File: src/design/tsp_pkg.sv
// ----------------------------------------------------------------------------
// tsp_pkg: shared constants for the two-axis stepper positioner
// Coil drive tables, nibble masks, widths and configuration register map.
// ----------------------------------------------------------------------------
package tsp_pkg;

    // Field widths
    localparam int POS_W   = 8;
    localparam int PHASE_W = 2;
    localparam int COIL_W  = 8;
    localparam int DATA_W  = 32;
    localparam int ADDR_W  = 4;

    // One-phase-on coil codes, indexed by phase
    localparam logic [COIL_W-1:0] X_COILS [4] = '{8'h01, 8'h02, 8'h04, 8'h08};
    localparam logic [COIL_W-1:0] Y_COILS [4] = '{8'h10, 8'h20, 8'h40, 8'h80};

    // Nibble kept when the other axis steps
    localparam logic [COIL_W-1:0] KEEP_Y_MASK = 8'hF0;
    localparam logic [COIL_W-1:0] KEEP_X_MASK = 8'h0F;

    // Configuration register byte addresses
    localparam logic [ADDR_W-1:0] REG_DESK_WIDTH    = 4'd0;
    localparam logic [ADDR_W-1:0] REG_DESK_HEIGHT   = 4'd4;
    localparam logic [ADDR_W-1:0] REG_ALLOW_OVERRUN = 4'd8;

    // Configuration reset values
    localparam logic [POS_W-1:0] DESK_WIDTH_RST  = 8'd128;
    localparam logic [POS_W-1:0] DESK_HEIGHT_RST = 8'd64;

    // Request kinds
    localparam logic REQ_TARGET = 1'b0;
    localparam logic REQ_TICK   = 1'b1;

endpackage

File: src/design/two_axis_stepper_positioner.sv
// ----------------------------------------------------------------------------
// two_axis_stepper_positioner: full-step two-axis head positioner
// Takes target and tick requests, steps one axis per tick through a
// one-phase-on coil ring and gates the laser by the desk limits.
// ----------------------------------------------------------------------------
// Each request passes from acceptance through the input register, then through
// one pass of compare, increment and table logic into the result register,
// where the head state is updated too. A new request is
// accepted in every cycle while the result side keeps taking results; a held
// result stalls the input register, and the input side stalls only once that
// register is full as well. Configuration registers sit at byte addresses 0
// (desk width), 4 (desk height) and 8 (allow overrun); the APB port is always
// ready and reads back every register.
module two_axis_stepper_positioner (
    input  logic                        i_clk,
    input  logic                        i_rst_n,
    // APB configuration port
    input  logic                        psel,
    input  logic                        penable,
    input  logic                        pwrite,
    input  logic [tsp_pkg::ADDR_W-1:0]  paddr,
    input  logic [tsp_pkg::DATA_W-1:0]  pwdata,
    output logic [tsp_pkg::DATA_W-1:0]  prdata,
    output logic                        pready,
    // Request channel
    input  logic                        i_valid,
    output logic                        o_stall,
    input  logic                        i_req_type,
    input  logic [tsp_pkg::POS_W-1:0]   i_target_x,
    input  logic [tsp_pkg::POS_W-1:0]   i_target_y,
    input  logic                        i_laser_request,
    // Result channel
    output logic                        o_valid,
    input  logic                        i_stall,
    output logic [tsp_pkg::COIL_W-1:0]  o_coil_pattern,
    output logic [tsp_pkg::POS_W-1:0]   o_head_x,
    output logic [tsp_pkg::POS_W-1:0]   o_head_y,
    output logic                        o_busy_res,
    output logic                        o_target_rejected,
    output logic                        o_step_blocked,
    output logic                        o_laser_out
);

    // Configuration registers
    logic [tsp_pkg::POS_W-1:0]   r_desk_width;
    logic [tsp_pkg::POS_W-1:0]   r_desk_height;
    logic                        r_allow_overrun;

    // Head state
    logic [tsp_pkg::POS_W-1:0]   r_pos_x,   n_pos_x;
    logic [tsp_pkg::POS_W-1:0]   r_pos_y,   n_pos_y;
    logic [tsp_pkg::PHASE_W-1:0] r_phase_x, n_phase_x;
    logic [tsp_pkg::PHASE_W-1:0] r_phase_y, n_phase_y;
    logic [tsp_pkg::POS_W-1:0]   r_goal_x,  n_goal_x;
    logic [tsp_pkg::POS_W-1:0]   r_goal_y,  n_goal_y;
    logic                        r_moving,  n_moving;
    logic [tsp_pkg::COIL_W-1:0]  r_coil,    n_coil;

    // Input register
    logic                        r_in_valid;
    logic                        r_in_req_type;
    logic [tsp_pkg::POS_W-1:0]   r_in_target_x;
    logic [tsp_pkg::POS_W-1:0]   r_in_target_y;
    logic                        r_in_laser_request;

    // Result register
    logic                        r_out_valid;
    logic                        r_out_rejected, n_rejected;
    logic                        r_out_blocked,  n_blocked;
    logic                        r_out_laser,    n_laser;

    // Handshake
    logic                        out_free;
    logic                        advance;
    logic                        in_accept;
    logic                        cfg_write;

    // Axis step terms
    logic                        x_up, y_up;
    logic [tsp_pkg::POS_W:0]     x_next, y_next;
    logic                        x_blk, y_blk;
    logic [tsp_pkg::PHASE_W-1:0] x_ph, y_ph;

    assign out_free  = !r_out_valid || !i_stall;
    assign advance   = r_in_valid && out_free;
    assign o_stall   = r_in_valid && !out_free;
    assign in_accept = i_valid && !o_stall;
    assign cfg_write = psel && penable && pwrite && pready;
    assign pready    = 1'b1;

    // Read back configuration
    always_comb begin
        prdata = '0;
        case (paddr)
            tsp_pkg::REG_DESK_WIDTH:    prdata = {{(tsp_pkg::DATA_W-tsp_pkg::POS_W){1'b0}},
                                                  r_desk_width};
            tsp_pkg::REG_DESK_HEIGHT:   prdata = {{(tsp_pkg::DATA_W-tsp_pkg::POS_W){1'b0}},
                                                  r_desk_height};
            tsp_pkg::REG_ALLOW_OVERRUN: prdata = {{(tsp_pkg::DATA_W-1){1'b0}},
                                                  r_allow_overrun};
            default:                    prdata = '0;
        endcase
    end

    // Work out one step of each axis toward the goal
    always_comb begin
        x_up   = r_pos_x < r_goal_x;
        x_next = x_up ? {1'b0, r_pos_x} + 9'd1 : {1'b0, r_pos_x} - 9'd1;
        x_blk  = (!x_up && r_pos_x == '0) || (x_up && r_pos_x == '1) ||
                 (x_next > {1'b0, r_desk_width} && !r_allow_overrun);
        x_ph   = x_up ? r_phase_x + 2'd1 : r_phase_x - 2'd1;

        y_up   = r_pos_y < r_goal_y;
        y_next = y_up ? {1'b0, r_pos_y} + 9'd1 : {1'b0, r_pos_y} - 9'd1;
        y_blk  = (!y_up && r_pos_y == '0) || (y_up && r_pos_y == '1) ||
                 (y_next > {1'b0, r_desk_height} && !r_allow_overrun);
        y_ph   = y_up ? r_phase_y + 2'd1 : r_phase_y - 2'd1;
    end

    // Next head state and result flags for the held request
    always_comb begin
        n_pos_x    = r_pos_x;
        n_pos_y    = r_pos_y;
        n_phase_x  = r_phase_x;
        n_phase_y  = r_phase_y;
        n_goal_x   = r_goal_x;
        n_goal_y   = r_goal_y;
        n_moving   = r_moving;
        n_coil     = r_coil;
        n_rejected = 1'b0;
        n_blocked  = 1'b0;

        if (r_in_req_type == tsp_pkg::REQ_TARGET) begin
            if (r_in_target_x < r_desk_width && r_in_target_y < r_desk_height) begin
                n_goal_x = r_in_target_x;
                n_goal_y = r_in_target_y;
                n_moving = (r_pos_x != r_in_target_x) || (r_pos_y != r_in_target_y);
            end else begin
                n_rejected = 1'b1;
                n_moving   = 1'b0;
            end
        end else if (r_moving) begin
            if (r_pos_x != r_goal_x) begin
                if (x_blk) begin
                    n_blocked = 1'b1;
                end else begin
                    n_pos_x   = x_next[tsp_pkg::POS_W-1:0];
                    n_phase_x = x_ph;
                    n_coil    = (r_coil & tsp_pkg::KEEP_Y_MASK) | tsp_pkg::X_COILS[x_ph];
                end
            end else if (r_pos_y != r_goal_y) begin
                if (y_blk) begin
                    n_blocked = 1'b1;
                end else begin
                    n_pos_y   = y_next[tsp_pkg::POS_W-1:0];
                    n_phase_y = y_ph;
                    n_coil    = (r_coil & tsp_pkg::KEEP_X_MASK) | tsp_pkg::Y_COILS[y_ph];
                end
            end
            n_moving = (n_pos_x != r_goal_x) || (n_pos_y != r_goal_y);
        end

        n_laser = !n_rejected && r_in_laser_request &&
                  (n_pos_x <= r_desk_width) && (n_pos_y <= r_desk_height);
    end

    // Configuration writes
    always_ff @(posedge i_clk) begin
        if (!i_rst_n) begin
            r_desk_width    <= tsp_pkg::DESK_WIDTH_RST;
            r_desk_height   <= tsp_pkg::DESK_HEIGHT_RST;
            r_allow_overrun <= 1'b0;
        end else if (cfg_write) begin
            case (paddr)
                tsp_pkg::REG_DESK_WIDTH:    r_desk_width    <= pwdata[tsp_pkg::POS_W-1:0];
                tsp_pkg::REG_DESK_HEIGHT:   r_desk_height   <= pwdata[tsp_pkg::POS_W-1:0];
                tsp_pkg::REG_ALLOW_OVERRUN: r_allow_overrun <= pwdata[0];
                default: ;
            endcase
        end
    end

    // Input register: take a request whenever it is free or draining
    always_ff @(posedge i_clk) begin
        if (!i_rst_n) begin
            r_in_valid <= 1'b0;
        end else if (in_accept) begin
            r_in_valid <= 1'b1;
        end else if (advance) begin
            r_in_valid <= 1'b0;
        end
    end

    always_ff @(posedge i_clk) begin
        if (in_accept) begin
            r_in_req_type      <= i_req_type;
            r_in_target_x      <= i_target_x;
            r_in_target_y      <= i_target_y;
            r_in_laser_request <= i_laser_request;
        end
    end

    // Head state: advance when the request moves into the result register
    always_ff @(posedge i_clk) begin
        if (!i_rst_n) begin
            r_pos_x   <= '0;
            r_pos_y   <= '0;
            r_phase_x <= '0;
            r_phase_y <= '0;
            r_goal_x  <= '0;
            r_goal_y  <= '0;
            r_moving  <= 1'b0;
            r_coil    <= '0;
        end else if (advance) begin
            r_pos_x   <= n_pos_x;
            r_pos_y   <= n_pos_y;
            r_phase_x <= n_phase_x;
            r_phase_y <= n_phase_y;
            r_goal_x  <= n_goal_x;
            r_goal_y  <= n_goal_y;
            r_moving  <= n_moving;
            r_coil    <= n_coil;
        end
    end

    // Result register: hold while stalled
    always_ff @(posedge i_clk) begin
        if (!i_rst_n) begin
            r_out_valid <= 1'b0;
        end else if (out_free) begin
            r_out_valid <= r_in_valid;
        end
    end

    always_ff @(posedge i_clk) begin
        if (advance) begin
            r_out_rejected <= n_rejected;
            r_out_blocked  <= n_blocked;
            r_out_laser    <= n_laser;
        end
    end

    // The head state registers double as the result payload
    assign o_valid           = r_out_valid;
    assign o_coil_pattern    = r_coil;
    assign o_head_x          = r_pos_x;
    assign o_head_y          = r_pos_y;
    assign o_busy_res        = r_moving;
    assign o_target_rejected = r_out_rejected;
    assign o_step_blocked    = r_out_blocked;
    assign o_laser_out       = r_out_laser;

    // At most one coil driven per axis
    a_coil_onehot: assert property (@(posedge i_clk) disable iff (!i_rst_n)
        $onehot0(r_coil[3:0]) && $onehot0(r_coil[7:4]))
        else $error("more than one coil driven on an axis");

    // A rejected target leaves the head idle with the laser off
    a_reject_idle: assert property (@(posedge i_clk) disable iff (!i_rst_n)
        o_valid && o_target_rejected |-> !o_busy_res && !o_laser_out)
        else $error("rejected target left head busy or laser on");

    // A result is either a rejected target or a blocked tick, never both
    a_reject_block: assert property (@(posedge i_clk) disable iff (!i_rst_n)
        o_valid |-> !(o_target_rejected && o_step_blocked))
        else $error("result flagged both rejected and blocked");

    // Head state changes only when a request moves into the result register
    a_state_hold: assert property (@(posedge i_clk) disable iff (!i_rst_n)
        !advance |=> $stable(r_pos_x) && $stable(r_pos_y) && $stable(r_coil))
        else $error("head state changed without a request");

endmodule

File: config.mk
export PLATFORM = sky130hd
export DESIGN_NAME = two_axis_stepper_positioner
export DESIGN_NICKNAME = d
export VERILOG_FILES = /design/src/design/tsp_pkg.sv /design/src/design/two_axis_stepper_positioner.sv
export SDC_FILE = /design/constraint.sdc
export NUM_CORES = 1
export LEC_CHECK = 0
export BUFFER_PORTS_ARGS = -buffer_cell sky130_fd_sc_hd__buf_2
export CORE_MARGIN = 2
export CORE_UTILIZATION = 51
export CTS_CLUSTER_SIZE = 8
export DETAILED_ROUTE_END_ITERATION = 10
export GPL_ROUTABILITY_DRIVEN = 0
export PLACE_DENSITY = 0.77
export RECOVER_POWER = 100
export SYNTH_ARGS = -nofsm -noshare
export SYNTH_HDL_FRONTEND = slang
export SYNTH_SLANG_ARGS = --single-unit
File: constraint.sdc
create_clock -name i_clk -period 5.6 [get_ports i_clk]
set_clock_uncertainty 0.05 [all_clocks]
set_input_delay 1.12 -clock i_clk [delete_from_list [all_inputs] [get_ports i_clk]]
set_output_delay 1.12 -clock i_clk [all_outputs]
set_load 0.02 [all_outputs]
==> results by group, run 1 <==
Setup path
  – Worst R2R Path Depth: 34
  – CP Capture Type: register
  – Crit path launch type: register
  – Reg2Reg Setup Slack: -0.03 ns
  – CP max stage delay: 0.33 ns
  – Required @ worst endpoint: 5.76 ns
  – CP Max Fanout: 4
  – Worst Setup Path Type: reg -> reg
  – Data arrival, critical path: 5.79 ns
  – Reg2Reg Capture Point: o_laser_out
  – Startpoint of the worst register-to-register path: r_goal_y[1]
  – Slowest cell on the critical path: dfxtp_2

Global route
  – Vias in the first global route: 5672
  – Initial antenna violation count: 0
  – Largest net degree at the start of global routing: 65
  – GRT overflow: 0
  – First-pass GRT wire length: 28100 um
  – GRT Util Overall: 25.2%

Finish
  – Layout area overhead: 25.2%
  – Commonest non-fill, non-tap cell in the layout: buf_4
  – Nets: 1004
  – Design area: 8230 um2
  – Final core occ: 65.2%
  – Layout cells sized above 1: 27.2%
  – Most frequent cells in the layout: 83 x buf_4, 69 x ha_1, 56 x dfxtp_1, 55 x buf_2, 54 x nor2b_1
  – Antenna diodes: 0

Detailed routing
  – DRT Pass-1 Iters: 6
  – Wire length per cell: 17.4 um
  – M1 WL: 7780 um
  – Max layer used: met4
  – Metal2 WL: 8370 um
  – Vias per Instance: 5.65
  – Routed WL: 18000 um
  – Met3 WL: 1330 um
  – Number of DRC markers in iteration 0: 418
  – Vias: 5832
  – Antenna Nets Post-Route: 0
  – Drt drc: 0

Worst hold path
  – Worst Hold End: o_coil_pattern[7]
  – Hold_sp: o_coil_pattern[7]
  – Hold Crit Class: reg -> reg
  – Hold Path Stages: 2

Power and ir drop
  – Static Leak: 3.74 nW
  – Worst VDD drop: 146 uV
  – Cell area power density: 182 nW/um2

Synth
  – Cell count after synthesis: 702
  – Synth area leaders: dfxtp_1 19%, ha_1 16%, edfxtp_1 9.6%, mux2i_1 8.1%, nor2b_1 5.3%
  – Number of flops mapped to enable cells by yosys: 21
  – Seq cells post-synth: 85
  – Ys Warns: 0
  – Main synth FF type: dfxtp_1
  – Register area share after synthesis: 29.1%
  – Post-synth ARST share: 0%
  – Cell variety after synth: 62
  – Area share of the largest cell type after synthesis: 19.5%
  – Area leader, netlist: dfxtp_1
  – Synth Cell Area: 6580 um2
  – Synth Area per Inst: 9.37 um2

Clocking
  – Clock Tree Buf Depth: 2
  – Hold buffer count at cts: 0
  – H-tree levels: 3
  – Clk root buf: clkbuf_16
  – CTS tree: yes
  – Clk sinks: 85
  – Worst skew pair latency: 0.35 ns
  – CTS Buf Count: 9
  – CTS clk-pin slew, worst paths: 0.07 ns

Floorplan
  – Die X: 118 um
  – Initial Util: 52.1%
  – Core Rows: 41
  – Io pins: 124
  – Core box area: 12600 um2
  – Die Ht: 118 um
  – Die area: 13800 um2

STA
  – Finish-stage setup viols: 1
  – Worst setup margin: -0.0255 ns
  – Worst-margin pin slew: 2.48 ns
  – RSZ-0062 raised after global routing: true
  – Relative slew slack: -65.3%
  – Final Hold Fails: 0
  – Fin crit share: 100%
  – Max Slew Vio Count: 65
  – Min cycle time layout: 5.63 ns
  – Fmax: 178 MHz

Placement
  – Placed cell area: 7590 um2
  – Post-DP HPWL: 12800 um
  – Input/output buffers: 74

Outcome
  – Status: finished, violations left
  – Failing checks: capacitance limit, slew limit, setup timing

Run
  – # Max-Cap Violations: 1
==> cells by family after synthesis <==
family	synth area share, %
mux	10.3
fa+ha+maj	16.8
compound gates	12.6
simple gates	16.2
buf+inv	7.11
xor+xnor	7.85
other cells	0.114
flops	29.1
==> per-stage QoR <==
step	setup WS [ns]	power (mW)	std cells	hold WS, ns	TNS [ns]
finish	-0.0255	1.50	1033	0.420	-0.0255
global placement	-0.137	0.907	1004	0.406	-0.137
global route	-0.211	1.55	1033	0.458	-0.211
CTS	0.00272	1.47	1024	0.419	0
floorplan	0.0115	0.833	725	0.422	0
detailed placement	-0.267	0.913	1004	0.410	-0.267
==> worst max path at each step <==
stage,start,endpoint,slack (ns)
after floorplan,o_head_x[0],o_laser_out,0.01
after global placement,r_goal_y[1],o_laser_out,-0.14
after detailed placement,r_goal_y[1],o_laser_out,-0.27
after CTS,r_goal_x[2],o_laser_out,0.003
after global routing,r_goal_y[1],o_laser_out,-0.21
final,r_goal_y[1],o_laser_out,-0.03
==> sequential cells by signal, indices dropped and copies added (netlist names), 2 cells and up <==
| name | count |
|---|---|
| o_coil_pattern | 8 |
| o_head_x | 8 |
| o_head_y | 8 |
| r_desk_height | 8 |
| r_desk_width | 8 |
| r_goal_x | 8 |
| r_goal_y | 8 |
| r_in_target_x | 8 |
| r_in_target_y | 8 |
| r_phase_x | 2 |
| r_phase_y | 2 |
==> per-layer routing <==
layer  up-vias  track usage [%]
met5         -                0
met4         0             10.5
met3        44             4.89
met2       257             41.7
met1      2749             32.4
li1       2782                -
==> what timing repair did <==
action,CTS,global route
pin swaps,17,37
setup buffers,4,9
gates resized for setup,24,42
endpoints found under the setup margin,1,1
==> power by group <==
| part | internal [mW] | switching, mW |
|---|---|---|
| Clock | 0.299 | 0.260 |
| Sequential | 0.642 | 0.0125 |
| Combinational | 0.127 | 0.158 |
==> critical path: cells and delay by family, from the launching register on <==
kind / cells / cell delay, ns
AOI/OAI and AO/OA: 13 / 1.74
adders and majority gates: 4 / 1.02
DFF: 1 / 0.33
and+or+nand+nor: 14 / 1.99
buffers and inverters: 3 / 0.32
==> synthesized netlist by cell type, types with 4 or more instances <==
master / number
mux2i_1: 53
dfxtp_1: 64
nand4_1: 13
a21oi_1: 26
a22o_1: 7
a21o_1: 11
buf_4: 26
mux2_2: 13
and2_1: 6
buf_2: 4
a211o_1: 4
nor2b_1: 56
edfxtp_1: 21
nand3_1: 15
clkbuf_1: 13
or3_1: 4
nor2_1: 30
nand2_1: 20
xnor2_1: 27
o21ai_0: 28
o211ai_1: 4
a31oi_1: 6
nor3_1: 5
and3_1: 4
inv_1: 43
ha_1: 85
xor2_1: 32
nor4_1: 13
nand2b_1: 10
a211oi_1: 6
o21a_1: 8
==> layout make-up <==
| class | count | area (um2) |
|---|---|---|
| Tap cell | 172 | 215 |
| Fill cell | 1011 | 4390 |
| Clock buffer | 11 | 233 |
| Clock inverter | 5 | 28.8 |
| Timing Repair Buffer | 166 | 1040 |
| Inverter | 43 | 161 |
| Sequential cell | 85 | 1920 |
| Multi-Input combinational cell | 551 | 4630 |
(Power assumes the default switching activity.)
==> run 2: changes to the inputs <==
--- a/config.mk
+++ b/config.mk
@@ -6,13 +6,13 @@
 export NUM_CORES = 1
 export LEC_CHECK = 0
 export BUFFER_PORTS_ARGS = -buffer_cell sky130_fd_sc_hd__buf_2
-export CORE_MARGIN = 2
 export CORE_UTILIZATION = 51
 export CTS_CLUSTER_SIZE = 8
 export DETAILED_ROUTE_END_ITERATION = 10
 export GPL_ROUTABILITY_DRIVEN = 0
 export PLACE_DENSITY = 0.77
 export RECOVER_POWER = 100
+export REMOVE_ABC_BUFFERS = 1
 export SYNTH_ARGS = -nofsm -noshare
 export SYNTH_HDL_FRONTEND = slang
 export SYNTH_SLANG_ARGS = --single-unit
==> run 2 against run 1 <==
Compared with the run above: the flow still finishes with violations (capacitance limit, slew limit, setup timing); wire length is 0.44% lower; sequential share of layout area increased by 0.55 points; via count is 0.29% higher; hold slack barely moved; clock power is 1% higher; combinational power down 4%; global-route usage rose by 2.2 points; sequential power barely moved; non-clock buffer count fell by 4; critical path depth stayed put; largest cell class unchanged; largest power group unchanged.
==> results by group, run 2 (synthesis gave the netlist of run 1 again) <==
Outcome
  – Status: finished, violations left
  – Failing checks: capacitance limit, slew limit, setup timing

Finish
  – Layout cells sized above 1: 22.5% (-4.7 points)
  – Commonest non-fill, non-tap cell in the layout: ha_1
  – Nets: 1000 (-0.40%)
  – Layout area overhead: 21.8%
  – Design area: 8010 um2 (-2.7%)
  – Final Non-Filler Cells: 1029 (-0.39%)
  – Fillcell total: 1047 (+3.6%)
  – Antenna diodes: 0 (unchanged)
  – Most frequent cells in the layout: 79 x ha_1, 77 x buf_4, 62 x dfxtp_1, 54 x nor2b_1, 53 x mux2i_1

Setup path
  – Worst Setup Path Type: reg -> reg
  – Crit path launch type: register
  – Slowest cell on the critical path: fa_2
  – Required @ worst endpoint: 5.76 ns (about the same)
  – CP max stage delay: 0.42 ns (+0.09 ns)
  – CP Capture Type: register
  – Critical path's most frequent cell: nor2_1
  – CP Max Fanout: 6 (+2)
  – Data arrival, critical path: 5.82 ns (+0.03 ns)

Run
  – # Max-Cap Violations: 1 (unchanged)

Power and ir drop
  – Int Power: 1.07 mW (about the same)
  – Sw power: 428 uW (-0.42%)
  – Logic pwr share: 18.3% (-0.7 points)
  – Seq pwr share: 43.8% (about the same)
  – Sw frac: 28.6% (-0.080 points)
  – Static Leak: 3.65 nW (-2.4%)
  – Worst VDD drop: 162 uV (+10%)
  – Clock group share of total power: 37.9% (+0.6 points)
  – Cell area power density: 187 nW/um2 (+2.6%)

Global route
  – First-pass GRT wire length: 27700 um (-1.3%)
  – Initial antenna violation count: 0 (unchanged)
  – GRT overflow: 0 (unchanged)
  – Largest net degree at the start of global routing: 65 (unchanged)
  – GRT Util Overall: 27.4% (+2.2 points)
  – Vias in the first global route: 5479 (-3.4%)

Clocking
  – Clk root buf: clkbuf_16
  – Hold buffer count at cts: 0 (unchanged)
  – CTS tree: yes
  – CTS clk-pin slew, worst paths: 0.06 ns (about the same)
  – Clock Tree Buf Depth: 2 (unchanged)
  – Clk sinks: 85 (unchanged)
  – H-tree levels: 3 (unchanged)
  – Worst skew pair latency: 0.35 ns (about the same)
  – CTS Buf Count: 9 (unchanged)

Detailed routing
  – Vias: 5849 (+0.29%)
  – Vias per Instance: 5.68 (+0.68%)
  – Routed WL: 17900 um (-0.44%)
  – Drt drc: 0 (unchanged)
  – Number of DRC markers in iteration 0: 347 (-17%)
  – Antenna Nets Post-Route: 0 (unchanged)
  – DRT Pass-1 Iters: 5 (-1)
  – Wire length per cell: 17.4 um (about the same)

STA
  – Fin crit share: 101% (+0.63 points)
  – Final Hold Fails: 0 (unchanged)
  – Finish-stage setup viols: 1 (unchanged)
  – Setup TNS: -0.0607 ns (-0.0352 ns)
  – Relative slew slack: -63.6% (+1.7 points)
  – RSZ-0062 raised after global routing: true
  – Fmax: 177 MHz (-0.62%)
  – Worst setup margin: -0.0607 ns (-0.0352 ns)
  – Worst-margin pin slew: 2.45 ns (-0.0249 ns)
  – Max Slew Vio Count: 65 (unchanged)
  – Min cycle time layout: 5.66 ns (+0.0352 ns)

Floorplan
  – Initial Util: 52.1% (unchanged)
  – Core Rows: 41 (unchanged)
  – Die X: 116 um (-1.7%)
  – Die area: 13400 um2 (-3.4%)
  – Io pins: 124 (unchanged)
  – Die Ht: 116 um (-1.7%)
  – Core box area: 12600 um2 (unchanged)

Placement
  – Placed cells: 1007 (+0.30%)
  – Input/output buffers: 74 (unchanged)
  – Setup slack at placement: -0.386 ns (-0.120 ns)
  – Placed cell area: 7560 um2 (-0.30%)
  – Post-DP HPWL: 12900 um (+0.66%)

Worst hold path
  – Hold Crit Class: reg -> reg
run 2: cell count changes in the layout (fill, tap and decap cells not counted), sizes merged:
cell      delta
clkinvlp     +1
buf         -18
clkbuf      +13
run 2: worst max-delay path, delay by kind of cell (launching register included):
kind	cells	cell delay, ns
compound gates	13	1.69
fa+ha+maj	4	1.25
buf+inv	4	0.37
flops	1	0.33
simple gates	13	1.84
run 2: cell type report:
| class | instances | area (um2) | area share, % |
|---|---|---|---|
| clock buffers | 10 | 229 | 2.86 |
| well taps | 172 | 215 | 2.69 |
| repair buffers | 162 | 962 | 12.0 |
| multi-input cells | 551 | 4480 | 55.9 |
| inverters | 43 | 161 | 2.01 |
| flip-flops and latches | 85 | 1910 | 23.9 |
| clock inverters | 6 | 47.5 | 0.593 |
run 2: power by group through the flow:
stage	logic (mW)	clock network, mW	registers [mW]
after floorplan	0.147	0	0.666
after global placement	0.240	0	0.668
after detailed placement	0.246	0	0.668
after CTS	0.256	0.579	0.654
after global routing	0.298	0.604	0.656
final	0.274	0.567	0.655
run 2: path summary, 6_finish.rpt:
path | start | end | slack [ns] | depth (start not counted)
setup / recovery | r_goal_y[1] | o_laser_out | -0.06 | 34
hold / removal | o_coil_pattern[7] | o_coil_pattern[7] | 0.42 | 2
setup reg to reg | r_goal_y[1] | o_laser_out | -0.06 | 34
hold reg to reg | o_coil_pattern[7] | o_coil_pattern[7] | 0.42 | 2
run 2: routing by layer:
metal / vias to the layer above / global-route usage [%] / wire, um
li1: 2773 / - / -
met1: 2729 / 35.2 / 7780
met2: 280 / 43.5 / 8030
met3: 67 / 6.22 / 1320
met4: 0 / 13.3 / 758
met5: - / 0 / 0
run 2: timing repair:
action                     CTS  global route
pin swaps                   12            21
setup endpoints to repair    1             1
setup buffers                2             4
resized for setup           21            25
run 2: metrics by stage:
stage,util (%),total power [mW],hold WS (ns)
after global placement,59.9,0.908,0.408
after CTS,63.0,1.49,0.423
after floorplan,-,0.813,0.422
final,63.5,1.50,0.420
after detailed placement,59.9,0.914,0.416
after global routing,63.5,1.56,0.452
